--- config.mk ---
export PLATFORM = sky130hd
export DESIGN_NAME = deque_with_remove_at
export DESIGN_NICKNAME = d
export VERILOG_FILES = /design/src/rtl/dqra_pkg.sv /design/src/rtl/deque_with_remove_at.sv /design/src/rtl/dqra_ctrl.sv /design/src/rtl/dqra_dp.sv
export SDC_FILE = /design/constraint.sdc
export NUM_CORES = 1
export LEC_CHECK = 0
export ABC_CLOCK_PERIOD_IN_PS = 9600
export BUFFER_PORTS_ARGS = -buffer_cell sky130_fd_sc_hd__buf_4
export CORE_ASPECT_RATIO = 1.75
export CORE_MARGIN = 3
export CORE_UTILIZATION = 60
export CTS_CLUSTER_SIZE = 25
export DETAILED_ROUTE_END_ITERATION = 8
export PLACE_DENSITY = 0.89
export SKIP_LAST_GASP = 1
export SLEW_MARGIN = 20
export SYNTH_ARGS = -nofsm -noshare
export SYNTH_HDL_FRONTEND = slang
export SYNTH_HIERARCHICAL = 1
export SYNTH_SLANG_ARGS = --single-unit
--- constraint.sdc ---
create_clock -name i_clk -period 9.6 [get_ports i_clk]
set_input_delay 0.48 -clock i_clk [delete_from_list [all_inputs] [get_ports i_clk]]
set_output_delay 0.48 -clock i_clk [all_outputs]
set_load 0.01 [all_outputs]
--- src/rtl/dqra_pkg.sv ---
// Package for the deque with remove-at block: field widths, command and
// status codes, and the control/status structs between controller and datapath.
// No dependencies.
`default_nettype none

package dqra_pkg;

    // Field widths of the stream payloads
    localparam int CMD_W     = 3;
    localparam int VALUE_W   = 32;
    localparam int POS_W     = 4;
    localparam int STATUS_W  = 2;
    localparam int COUNT_W   = 5;

    localparam int IN_DATA_W  = 40;  // 39 used bits, padded to whole bytes
    localparam int OUT_DATA_W = 72;  // 71 used bits, padded to whole bytes

    localparam int DEF_CAPACITY = 16;

    // Command codes
    localparam logic [CMD_W-1:0] CMD_PUSH_FRONT = 3'd0;
    localparam logic [CMD_W-1:0] CMD_PUSH_BACK  = 3'd1;
    localparam logic [CMD_W-1:0] CMD_POP_FRONT  = 3'd2;
    localparam logic [CMD_W-1:0] CMD_POP_BACK   = 3'd3;
    localparam logic [CMD_W-1:0] CMD_REMOVE_AT  = 3'd4;

    // Result status codes
    localparam logic [STATUS_W-1:0] ST_DONE    = 2'd0;
    localparam logic [STATUS_W-1:0] ST_IGNORED = 2'd1;
    localparam logic [STATUS_W-1:0] ST_FULL    = 2'd2;

    // Controller to datapath
    typedef struct packed {
        logic                latch;       // capture input transfer
        logic                push_front;
        logic                push_back;
        logic                pop_front;
        logic                dec_count;   // pop back, or end of a remove
        logic                shift_start;
        logic                shift_step;
        logic                set_status;
        logic [STATUS_W-1:0] status;
        logic                rd_ends;     // read front and back entries
        logic                load_out;
    } t_dp_cmd;

    // Datapath to controller
    typedef struct packed {
        logic [CMD_W-1:0] cmd;
        logic             empty;
        logic             full;
        logic             pos_ok;
        logic             need_shift;
        logic             last_read;
        logic             out_free;
    } t_dp_sts;

endpackage

`default_nettype wire

--- src/rtl/deque_with_remove_at.sv ---
// Top level of the bounded deque with remove-at: controller plus datapath,
// stream packing and checks. Depends on dqra_pkg, dqra_ctrl, dqra_dp.
//
// Usage:
//   Commands enter on the s_axis channel, one transfer per command; every
//   command gives exactly one result transfer on the m_axis channel, in order.
//   Commands: push front, push back, pop front, pop back, remove at position.
//   A result carries status, element count, front and back value.
//   Push and pop commands pass the decode, end-read and result states before
//   the next input transfer; m_axis_tvalid rises once the result register loads.
//   Remove at position moves each element behind the removed one, one per
//   cycle through store read port A, then lets the final write land before
//   the end reads and the result load.
//   s_axis_tready is high only while no command is being worked on.
//   The result sits in an output register: the next command is taken while
//   it waits; if the receiver still stalls when the next result is ready,
//   the controller holds until the register frees.
//   Reset (synchronous, active low) empties the queue and drops any result;
//   the store itself is not cleared and needs no clearing pass.
`default_nettype none

module deque_with_remove_at
    import dqra_pkg::*;
#(
    parameter int CAPACITY = DEF_CAPACITY
) (
    input  wire logic                  i_clk,
    input  wire logic                  i_rst_n,
    input  wire logic                  s_axis_tvalid,
    output logic                       s_axis_tready,
    // [2:0] cmd, [34:3] value, [38:35] position, [39] zero
    input  wire logic [IN_DATA_W-1:0]  s_axis_tdata,
    output logic                       m_axis_tvalid,
    input  wire logic                  m_axis_tready,
    // [1:0] status, [6:2] count, [38:7] front_value, [70:39] back_value, [71] zero
    output logic [OUT_DATA_W-1:0]      m_axis_tdata
);

    t_dp_cmd             w_cmd;
    t_dp_sts             w_sts;
    logic [STATUS_W-1:0] w_status;
    logic [COUNT_W-1:0]  w_count;
    logic [VALUE_W-1:0]  w_front;
    logic [VALUE_W-1:0]  w_back;

    dqra_ctrl u_ctrl (
        .i_clk      (i_clk),
        .i_rst_n    (i_rst_n),
        .i_in_valid (s_axis_tvalid),
        .o_in_ready (s_axis_tready),
        .i_sts      (w_sts),
        .o_cmd      (w_cmd)
    );

    dqra_dp #(
        .CAPACITY (CAPACITY)
    ) u_dp (
        .i_clk       (i_clk),
        .i_rst_n     (i_rst_n),
        .i_cmd       (w_cmd),
        .o_sts       (w_sts),
        .i_in_cmd    (s_axis_tdata[2:0]),
        .i_in_value  (s_axis_tdata[34:3]),
        .i_in_pos    (s_axis_tdata[38:35]),
        .o_out_valid (m_axis_tvalid),
        .i_out_ready (m_axis_tready),
        .o_status    (w_status),
        .o_count     (w_count),
        .o_front     (w_front),
        .o_back      (w_back)
    );

    // Result packing
    assign m_axis_tdata = {1'b0, w_back, w_front, w_count, w_status};

    // One command in flight: no transfer right after an accepted one
    a_one_in_flight: assert property (@(posedge i_clk) disable iff (!i_rst_n)
        s_axis_tvalid && s_axis_tready |=> !s_axis_tready)
        else $error("input taken while a command is in flight");

    // A dropped push reports a full queue
    a_full_count: assert property (@(posedge i_clk) disable iff (!i_rst_n)
        m_axis_tvalid && (m_axis_tdata[1:0] == ST_FULL)
            |-> (m_axis_tdata[6:2] == COUNT_W'(CAPACITY)))
        else $error("full status with count below capacity");

    // Empty queue reports zero ends
    a_empty_ends: assert property (@(posedge i_clk) disable iff (!i_rst_n)
        m_axis_tvalid && (m_axis_tdata[6:2] == '0) && (CAPACITY < 32)
            |-> (m_axis_tdata[70:7] == '0))
        else $error("empty queue result with nonzero end values");

endmodule

`default_nettype wire

--- src/rtl/dqra_ctrl.sv ---
// Controller for the deque with remove-at block: sequences command decode,
// the element shift of remove-at, the end reads and the result load.
// Depends on dqra_pkg.
`default_nettype none

module dqra_ctrl
    import dqra_pkg::*;
(
    input  wire logic    i_clk,
    input  wire logic    i_rst_n,
    input  wire logic    i_in_valid,
    output logic         o_in_ready,
    input  wire t_dp_sts i_sts,
    output t_dp_cmd      o_cmd
);

    typedef enum logic [5:0] {
        S_IDLE  = 6'b000001,
        S_EXEC  = 6'b000010,
        S_SHIFT = 6'b000100,
        S_DRAIN = 6'b001000,
        S_READ  = 6'b010000,
        S_RESP  = 6'b100000
    } t_state;

    t_state r_state;
    t_state n_state;

    // State register
    always_ff @(posedge i_clk) begin
        if (!i_rst_n) begin
            r_state <= S_IDLE;
        end else begin
            r_state <= n_state;
        end
    end

    assign o_in_ready = (r_state == S_IDLE);

    // Next state and datapath commands
    always_comb begin
        n_state = r_state;
        o_cmd   = '0;
        o_cmd.status = ST_DONE;
        unique case (r_state)
            S_IDLE: begin
                if (i_in_valid) begin
                    o_cmd.latch = 1'b1;
                    n_state     = S_EXEC;
                end
            end
            S_EXEC: begin
                o_cmd.set_status = 1'b1;
                n_state          = S_READ;
                unique case (i_sts.cmd)
                    CMD_PUSH_FRONT: begin
                        if (i_sts.full) o_cmd.status = ST_FULL;
                        else o_cmd.push_front = 1'b1;
                    end
                    CMD_PUSH_BACK: begin
                        if (i_sts.full) o_cmd.status = ST_FULL;
                        else o_cmd.push_back = 1'b1;
                    end
                    CMD_POP_FRONT: begin
                        if (i_sts.empty) o_cmd.status = ST_IGNORED;
                        else o_cmd.pop_front = 1'b1;
                    end
                    CMD_POP_BACK: begin
                        if (i_sts.empty) o_cmd.status = ST_IGNORED;
                        else o_cmd.dec_count = 1'b1;
                    end
                    CMD_REMOVE_AT: begin
                        if (!i_sts.pos_ok) begin
                            o_cmd.status = ST_IGNORED;
                        end else if (i_sts.need_shift) begin
                            o_cmd.shift_start = 1'b1;
                            n_state           = S_SHIFT;
                        end else begin
                            // last element removed: nothing to move
                            o_cmd.dec_count = 1'b1;
                        end
                    end
                    default: o_cmd.status = ST_IGNORED;
                endcase
            end
            S_SHIFT: begin
                o_cmd.shift_step = 1'b1;
                if (i_sts.last_read) n_state = S_DRAIN;
            end
            S_DRAIN: begin
                // final write lands this cycle
                o_cmd.dec_count = 1'b1;
                n_state         = S_READ;
            end
            S_READ: begin
                o_cmd.rd_ends = 1'b1;
                n_state       = S_RESP;
            end
            S_RESP: begin
                if (i_sts.out_free) begin
                    o_cmd.load_out = 1'b1;
                    n_state        = S_IDLE;
                end
            end
            default: n_state = S_IDLE;
        endcase
    end

endmodule

`default_nettype wire

--- src/rtl/dqra_dp.sv ---
// Datapath for the deque with remove-at block: circular element store,
// front index and count, shift pipeline and the result register.
// Depends on dqra_pkg.
`default_nettype none

module dqra_dp
    import dqra_pkg::*;
#(
    parameter int CAPACITY = DEF_CAPACITY
) (
    input  wire logic                i_clk,
    input  wire logic                i_rst_n,
    input  wire t_dp_cmd             i_cmd,
    output t_dp_sts                  o_sts,
    input  wire logic [CMD_W-1:0]    i_in_cmd,
    input  wire logic [VALUE_W-1:0]  i_in_value,
    input  wire logic [POS_W-1:0]    i_in_pos,
    output logic                     o_out_valid,
    input  wire logic                i_out_ready,
    output logic [STATUS_W-1:0]      o_status,
    output logic [COUNT_W-1:0]       o_count,
    output logic [VALUE_W-1:0]       o_front,
    output logic [VALUE_W-1:0]       o_back
);

    localparam int AW = $clog2(CAPACITY);
    localparam int CW = $clog2(CAPACITY + 1);
    localparam int PW = ((CW > POS_W) ? CW : POS_W) + 1;

    // Offset from the front to a store slot; both terms below CAPACITY
    function automatic logic [AW-1:0] f_slot(input logic [AW-1:0] front,
                                             input logic [AW-1:0] off);
        logic [AW:0] sum;
        sum = {1'b0, front} + {1'b0, off};
        if (sum >= (AW+1)'(CAPACITY)) sum = sum - (AW+1)'(CAPACITY);
        return sum[AW-1:0];
    endfunction

    logic [CMD_W-1:0]    r_cmd;
    logic [VALUE_W-1:0]  r_value;
    logic [POS_W-1:0]    r_pos;
    logic [AW-1:0]       r_front;
    logic [CW-1:0]       r_count;
    logic [AW-1:0]       r_sh_idx;
    logic [AW-1:0]       r_wr_off;
    logic                r_wr_vld;
    logic [STATUS_W-1:0] r_status;
    logic [VALUE_W-1:0]  r_mem [CAPACITY];
    logic [VALUE_W-1:0]  r_rd_a;
    logic [VALUE_W-1:0]  r_rd_b;
    logic                r_out_valid;
    logic [STATUS_W-1:0] r_out_status;
    logic [COUNT_W-1:0]  r_out_count;
    logic [VALUE_W-1:0]  r_out_front;
    logic [VALUE_W-1:0]  r_out_back;

    logic [AW-1:0]       n_front_dec;
    logic                n_we;
    logic [AW-1:0]       n_waddr;
    logic [VALUE_W-1:0]  n_wdata;
    logic [AW-1:0]       n_raddr_a;
    logic [AW-1:0]       n_raddr_b;
    logic [PW-1:0]       n_pos_ext;
    logic [PW-1:0]       n_cnt_ext;

    assign n_front_dec = (r_front == '0) ? AW'(CAPACITY - 1) : r_front - AW'(1);
    assign n_pos_ext   = PW'(r_pos);
    assign n_cnt_ext   = PW'(r_count);

    // Status back to the controller
    assign o_sts.cmd        = r_cmd;
    assign o_sts.empty      = (r_count == '0);
    assign o_sts.full       = (r_count >= CW'(CAPACITY));
    assign o_sts.pos_ok     = (n_pos_ext < n_cnt_ext);
    assign o_sts.need_shift = ((n_pos_ext + PW'(1)) < n_cnt_ext);
    assign o_sts.last_read  = ((CW'(r_sh_idx) + CW'(1)) == r_count);
    assign o_sts.out_free   = !r_out_valid || i_out_ready;

    // Store write port: pushes and shift writes never coincide
    always_comb begin
        n_we    = 1'b0;
        n_waddr = r_front;
        n_wdata = r_value;
        if (i_cmd.push_front) begin
            n_we    = 1'b1;
            n_waddr = n_front_dec;
        end else if (i_cmd.push_back) begin
            n_we    = 1'b1;
            n_waddr = f_slot(r_front, AW'(r_count));
        end else if (r_wr_vld) begin
            n_we    = 1'b1;
            n_waddr = f_slot(r_front, r_wr_off);
            n_wdata = r_rd_a;
        end
    end

    // Read addresses: shift source on port A, else the two ends
    assign n_raddr_a = i_cmd.shift_step ? f_slot(r_front, r_sh_idx) : r_front;
    assign n_raddr_b = f_slot(r_front, AW'(r_count - CW'(1)));

    // Element store
    always_ff @(posedge i_clk) begin
        if (n_we) r_mem[n_waddr] <= n_wdata;
        if (i_cmd.shift_step || i_cmd.rd_ends) r_rd_a <= r_mem[n_raddr_a];
        if (i_cmd.rd_ends) r_rd_b <= r_mem[n_raddr_b];
    end

    // Input capture and shift bookkeeping
    always_ff @(posedge i_clk) begin
        if (i_cmd.latch) begin
            r_cmd   <= i_in_cmd;
            r_value <= i_in_value;
            r_pos   <= i_in_pos;
        end
        if (i_cmd.set_status) r_status <= i_cmd.status;
        if (i_cmd.shift_start) begin
            r_sh_idx <= AW'(n_pos_ext + PW'(1));
        end else if (i_cmd.shift_step) begin
            r_sh_idx <= r_sh_idx + AW'(1);
            r_wr_off <= r_sh_idx - AW'(1);
        end
    end

    // Front index, count and pending shift write
    always_ff @(posedge i_clk) begin
        if (!i_rst_n) begin
            r_front  <= '0;
            r_count  <= '0;
            r_wr_vld <= 1'b0;
        end else begin
            r_wr_vld <= i_cmd.shift_step;
            if (i_cmd.push_front) begin
                r_front <= n_front_dec;
                r_count <= r_count + CW'(1);
            end else if (i_cmd.push_back) begin
                r_count <= r_count + CW'(1);
            end else if (i_cmd.pop_front) begin
                r_front <= f_slot(r_front, AW'(1));
                r_count <= r_count - CW'(1);
            end else if (i_cmd.dec_count) begin
                r_count <= r_count - CW'(1);
            end
        end
    end

    // Result register
    always_ff @(posedge i_clk) begin
        if (!i_rst_n) begin
            r_out_valid <= 1'b0;
        end else if (i_cmd.load_out) begin
            r_out_valid <= 1'b1;
        end else if (i_out_ready) begin
            r_out_valid <= 1'b0;
        end
    end

    always_ff @(posedge i_clk) begin
        if (i_cmd.load_out) begin
            r_out_status <= r_status;
            r_out_count  <= COUNT_W'(r_count);
            r_out_front  <= (r_count == '0) ? '0 : r_rd_a;
            r_out_back   <= (r_count == '0) ? '0 : r_rd_b;
        end
    end

    assign o_out_valid = r_out_valid;
    assign o_status    = r_out_status;
    assign o_count     = r_out_count;
    assign o_front     = r_out_front;
    assign o_back      = r_out_back;

endmodule

`default_nettype wire
# Word-level counts from Yosys, hierarchy flattened
# Memories as Yosys holds them, arrays and structs flattened. A register that Yosys moved wholly into a read port is not among the register bits.
# Index checks and enable logic that the tools add are counted.
# word_totals
ff_bits,137
ramBits,512
in_bits,44
out_inout_bits,74
word_cells,132
mem_count,1
# memory_table
name,words,width,rd,rd_clocked_by_memory_dff,wr,line_no,text
u_dp.r_mem,16,32,2,2,1,dqra_dp.sv:48,logic [VALUE_W-1:0] r_mem [CAPACITY];
# op_classes
add_sub_neg,17
n_lt_le_gt_ge,8
eq_ne,15
mux,60
bitwise_logic,1
reduce_logical,15
# ops
operator,n
32-bit two-way mux,3
4-bit two-way mux,15
6-bit case mux with 6 select lines,1
5-bit >= comparator (second input constant),6
6-bit two-way mux,5
4-bit by 1-bit subtractor with 4-bit output (second input constant),7
5-bit two-way mux,5
1-bit two-way mux,24
4-bit by 4-bit adder with 5-bit output,4
4-bit by 1-bit adder with 5-bit output (second input constant),3
3-bit by 2-bit == test with 1-bit output (second input constant),2
6-bit by 1-bit == test with 1-bit output (second input constant),1
6-bit by 2-bit == test with 1-bit output (second input constant),1
6-bit by 3-bit == test with 1-bit output (second input constant),1
6-bit by 4-bit == test with 1-bit output (second input constant),1
6-bit by 5-bit == test with 1-bit output (second input constant),1
6-bit == test (second input constant),1
6-bit by 5-bit < comparator with 1-bit output,1
3-bit two-way mux,2
2-bit by 1-bit inequality test with 1-bit output (second input constant),3
2-bit case mux with 3 select lines,1
2-bit nonzero test,3
5-bit by 1-bit adder with 5-bit output (second input constant),1
5-bit == test,1
other kinds (18),23

# Longest topological paths before layout
# depth
depth_word,10
depth_mapped,13
mapped_depth_nobuf,13

# By module
# The synthesis kept the hierarchy.
# modules_own_cells
module,instances,cells_each,area_per_inst_um2,seq_area_each_um2
dqra_dp,1,1925,32967.9,21120.3
dqra_ctrl,1,58,471.7,120.1
deque_with_remove_at,1,2,11.3,0.0

# Least setup slack after synthesis
# No wires, ideal clock.
# synth_timing
path_kind,register to register
start,register u_ctrl.r_state[1]
end,"register u_dp.r_out_back[0], in the netlist u_dp/o_back[0] (enable)"
setup_ns,0.678
arrival_time_ns,7.556
slack_ns,1.366
stages_incl_launch_ff,3
n_path_buf,0
cell_sequence,dfxtp_1 or3_4 nor4_1
# synth_rtl
item,line_no,text
"start, declared",dqra_ctrl.sv:26,t_state r_state;
"start signal, assigned",dqra_ctrl.sv:34,r_state <= n_state;
"end signal, assigned",dqra_dp.sv:162,r_out_back <= (r_count == '0) ? '0 : r_rd_b;
"end, declared",dqra_dp.sv:55,logic [VALUE_W-1:0] r_out_back;

==> results.sh <==
export IMPL_status="finished clean"
export IMPL_rr_worst_depth=7
export IMPL_cp_end_kind="flip-flop"
export IMPL_slowest_delay_ns=0.96
export IMPL_synth_area_leader_cell="edfxtp_1"
export IMPL_synth_ff_latch_count=713
export IMPL_synth_warnings=6
export IMPL_reg2reg_from="u_ctrl/r_state[0]"
export IMPL_cts_buffers=58
export IMPL_core_area_mm2=0.0547
export IMPL_fp_row_count=113
export IMPL_worst_setup_path_start_kind="flip-flop"
export IMPL_hp_class="primary input to flip-flop"
export IMPL_grt_setup_unrepaired="false"
export IMPL_grt_max_degree=156
export IMPL_die_y_um=318
export IMPL_grt_pass1_vias=20100
export IMPL_numPlacedInstances=2703
export IMPL_worstPathArrival_ns=5.21
export IMPL_cts_buffer_depth=3
export IMPL_initial_core_util_pct=61.1
export IMPL_grt_use_total_pct=27.1
export IMPL_drt_initial_drc_count=2038
export IMPL_grt_pass1_wl_um=120000
export IMPL_ff_latch_area_mm2=0.0212
export IMPL_synthTopCellsByArea="edfxtp_1 (62%), mux2i_1 (15%), mux4_2 (8.6%), nor2b_1 (1.3%), mux2_2 (1.1%)"
export IMPL_overflow=0
export IMPL_die_w_um=184
export IMPL_path_clk_slew_ns=0.07
export IMPL_peakVddDrop_uv=153
export IMPL_die_area_mm2=0.0587
export IMPL_cts_tree="built"
export IMPL_ys_seq_area_share_pct=63.5
export IMPL_antenna_found_initial=1
export IMPL_n_fill_cell=3368
export IMPL_path_cells="nor3_2 > nand3_2 > nor4_1 > nor2b_1 > o31a_1 > nor3b_2 > buf_4"
export IMPL_syn_inst=1985
export IMPL_tns_ns=0
export IMPL_crit_required_ns=9.86
export IMPL_synth_top_area_share_pct=62.5
export IMPL_multi_input_area_mm2=0.0117
export IMPL_io_buffers=115
export IMPL_reg2reg_to="u_dp/r_mem[7][10]"
export IMPL_reg2reg_setup_slack_ns=4.65
export IMPL_wire_per_inst_um=28.6
export IMPL_crit_start="u_ctrl/r_state[0]"
export IMPL_path_delay_family="simple AND/OR/NAND/NOR gates"
export IMPL_maxCapViolCount=0
export IMPL_setup_viol=0
export IMPL_hold_viol=0
export IMPL_slew_violations=0
export IMPL_drc=0
export IMPL_clock_skew_ns=0.0171
export IMPL_drive_above_1_share_pct=21.9
export IMPL_ant_nets=0
export IMPL_p_per_area_mw_per_mm2=173
export IMPL_h_tree_depth=2
export IMPL_first_pass_iters=6
export IMPL_dr_total_vias=19300
export IMPL_viasPerCell=6.85
export IMPL_insertion_delay_ns=0.63
export IMPL_crit_fanout=26
export IMPL_hold_slack_ns=0.0273
export IMPL_postCtsResizedCells=0
export IMPL_fmax_mhz=202
export IMPL_wirelength_um=80400
export IMPL_hold_end="u_dp/r_value[20]"
export IMPL_gp_congestion=0.816
export IMPL_period_share_pct=51.5
export IMPL_layout_setup_ws_ns=4.65
export IMPL_leakagePower_nw=14.2
export IMPL_async_reset_ff_share_pct=0
export IMPL_min_period_ns=4.95
export IMPL_cts_sinks=713
export IMPL_ios=118
export IMPL_worstMarginPinSlew_ns=1.09
export IMPL_synth_fp_nets=2060
export IMPL_synth_area_per_cell_um2=16.9
export IMPL_mappedNetlistArea_mm2=0.0335
export IMPL_nets=2154
export IMPL_clockRootBuffer="clkbuf_16"
export IMPL_cp_num_buf_inv=1
export IMPL_critPathSlowestCell="o31a_1"
export IMPL_synthFlopType="edfxtp_1"
export IMPL_slew_headroom_pct=27.4
export IMPL_worstHoldStart="s_axis_tdata[23]"
export IMPL_critPathKind="flip-flop to flip-flop"
export IMPL_place_worst_setup_slack_ns=4.83
export IMPL_diodes=0
export IMPL_syn2layout_area_growth_pct=10.7
export IMPL_synth_distinct_cells=64
export IMPL_dp_hpwl_um=42100
export IMPL_stdcell_count=2814
export IMPL_holdPathStages=1
export IMPL_synth_edff_count=696
sequential cells by signal (all words and copies together), names as in the netlist:
signal	cells
u_dp/r_sh_idx	4
u_dp/r_front	4
u_dp/r_mem	512
u_dp/r_pos	4
u_dp/r_cmd	3
u_dp/r_status	2
u_dp/o_out_valid	1
u_dp/r_count	5
u_dp/r_wr_vld	1
u_dp/r_value	32
u_ctrl/r_state	6
u_dp/r_rd_b	32
u_dp/o_back	32
u_dp/o_status	2
u_dp/o_front	32
u_dp/o_count	5
u_dp/r_wr_off	4
u_dp/r_rd_a	32
stage by stage:
stage          instance area, um2  util (%)  total power [mW]
4_1_cts                     37000      67.6              6.42
6_report                    37000      67.7              6.39
3_5_place_dp                35100      64.2              4.09
2_1_floorplan               33500         -              3.95
5_1_grt                     37000      67.7              6.58
3_3_place_gp                35100      64.1              4.07
kinds of logic after synthesis:
| family | synth area share, % |
|---|---|
| buffers and inverters | 2.24 |
| other | 0.0112 |
| xor gates and xnor gates | 0.759 |
| muxes | 24.3 |
| DFF | 63.5 |
| and+or+nand+nor | 4.72 |
| adders and majority gates | 1.25 |
| AOI/OAI and AO/OA | 3.25 |
cell usage after synthesis, drive strengths merged (6+ instances only):
library cell and count:
a211oi 35, a21o 6, a21oi 21, a31oi 34
and2 42, buf 87, clkbuf 36, dfxtp 17
edfxtp 696, ha 27, inv 21, mux2 33
mux2i 486, mux4 128, nand2 81, nand2b 10
nand3 7, nor2 26, nor2b 71, nor3 12
nor3b 7, o21ai 15, or3 7, xnor2 14
xor2 12
what timing repair did:
item,in CTS,in global routing
hold buffers,5,0
endpoints found under the setup margin,0,0
endpoints found under the hold margin,5,0
buffers inserted,0,0
placed cells by master (no fill, tap or decap), types with 28 or more instances in the layout:
cell type,count
mux2_2,33
mux4_2,128
a31oi_2,28
nand2_1,81
and2_1,41
a211oi_1,35
buf_4,147
clkbuf_16,58
nor2b_1,71
mux2i_1,483
edfxtp_1,696
worst max path at each step:
| stage | slack, ns | to | cells after the start |
|---|---|---|---|
| 5_1_grt | 4.46 | u_dp/r_mem[7][22] | 7 |
| 4_1_cts | 4.78 | u_dp/r_mem[7][22] | 7 |
| 3_3_place_gp | 4.66 | u_dp/r_mem[4][15] | 9 |
| 6_report | 4.65 | u_dp/r_mem[7][10] | 7 |
| 3_5_place_dp | 4.83 | u_dp/r_mem[7][10] | 7 |
| 2_1_floorplan | 1.37 | u_dp/o_back[0] | 2 |
layer usage:
| layer | routed length, um | GRT usage, % | vias to the layer above |
|---|---|---|---|
| li1 | - | - | 8022 |
| met5 | 13 | 0 | - |
| met3 | 6800 | 3.90 | 311 |
| met2 | 41500 | 46.4 | 1163 |
| met1 | 27700 | 33.5 | 9765 |
| met4 | 4380 | 14.0 | 2 |
final cells by class:
class | count | share of cell area, %
sequential | 713 | 57.4
clock buffer | 75 | 4.15
timing repair buffer | 157 | 3.38
tap | 690 | 2.33
clock inverter | 30 | 0.848
inverter | 22 | 0.223
multi-input combinational | 1127 | 31.7
power by group:
| group | switching (mW) | internal, mW | total [mW] |
|---|---|---|---|
| combinational | 0.307 | 0.201 | 0.508 |
| clock | 1.07 | 1.29 | 2.36 |
| sequential | 0.0227 | 3.50 | 3.52 |
| total | 1.40 | 4.99 | 6.39 |
(Power assumes the default switching activity.)
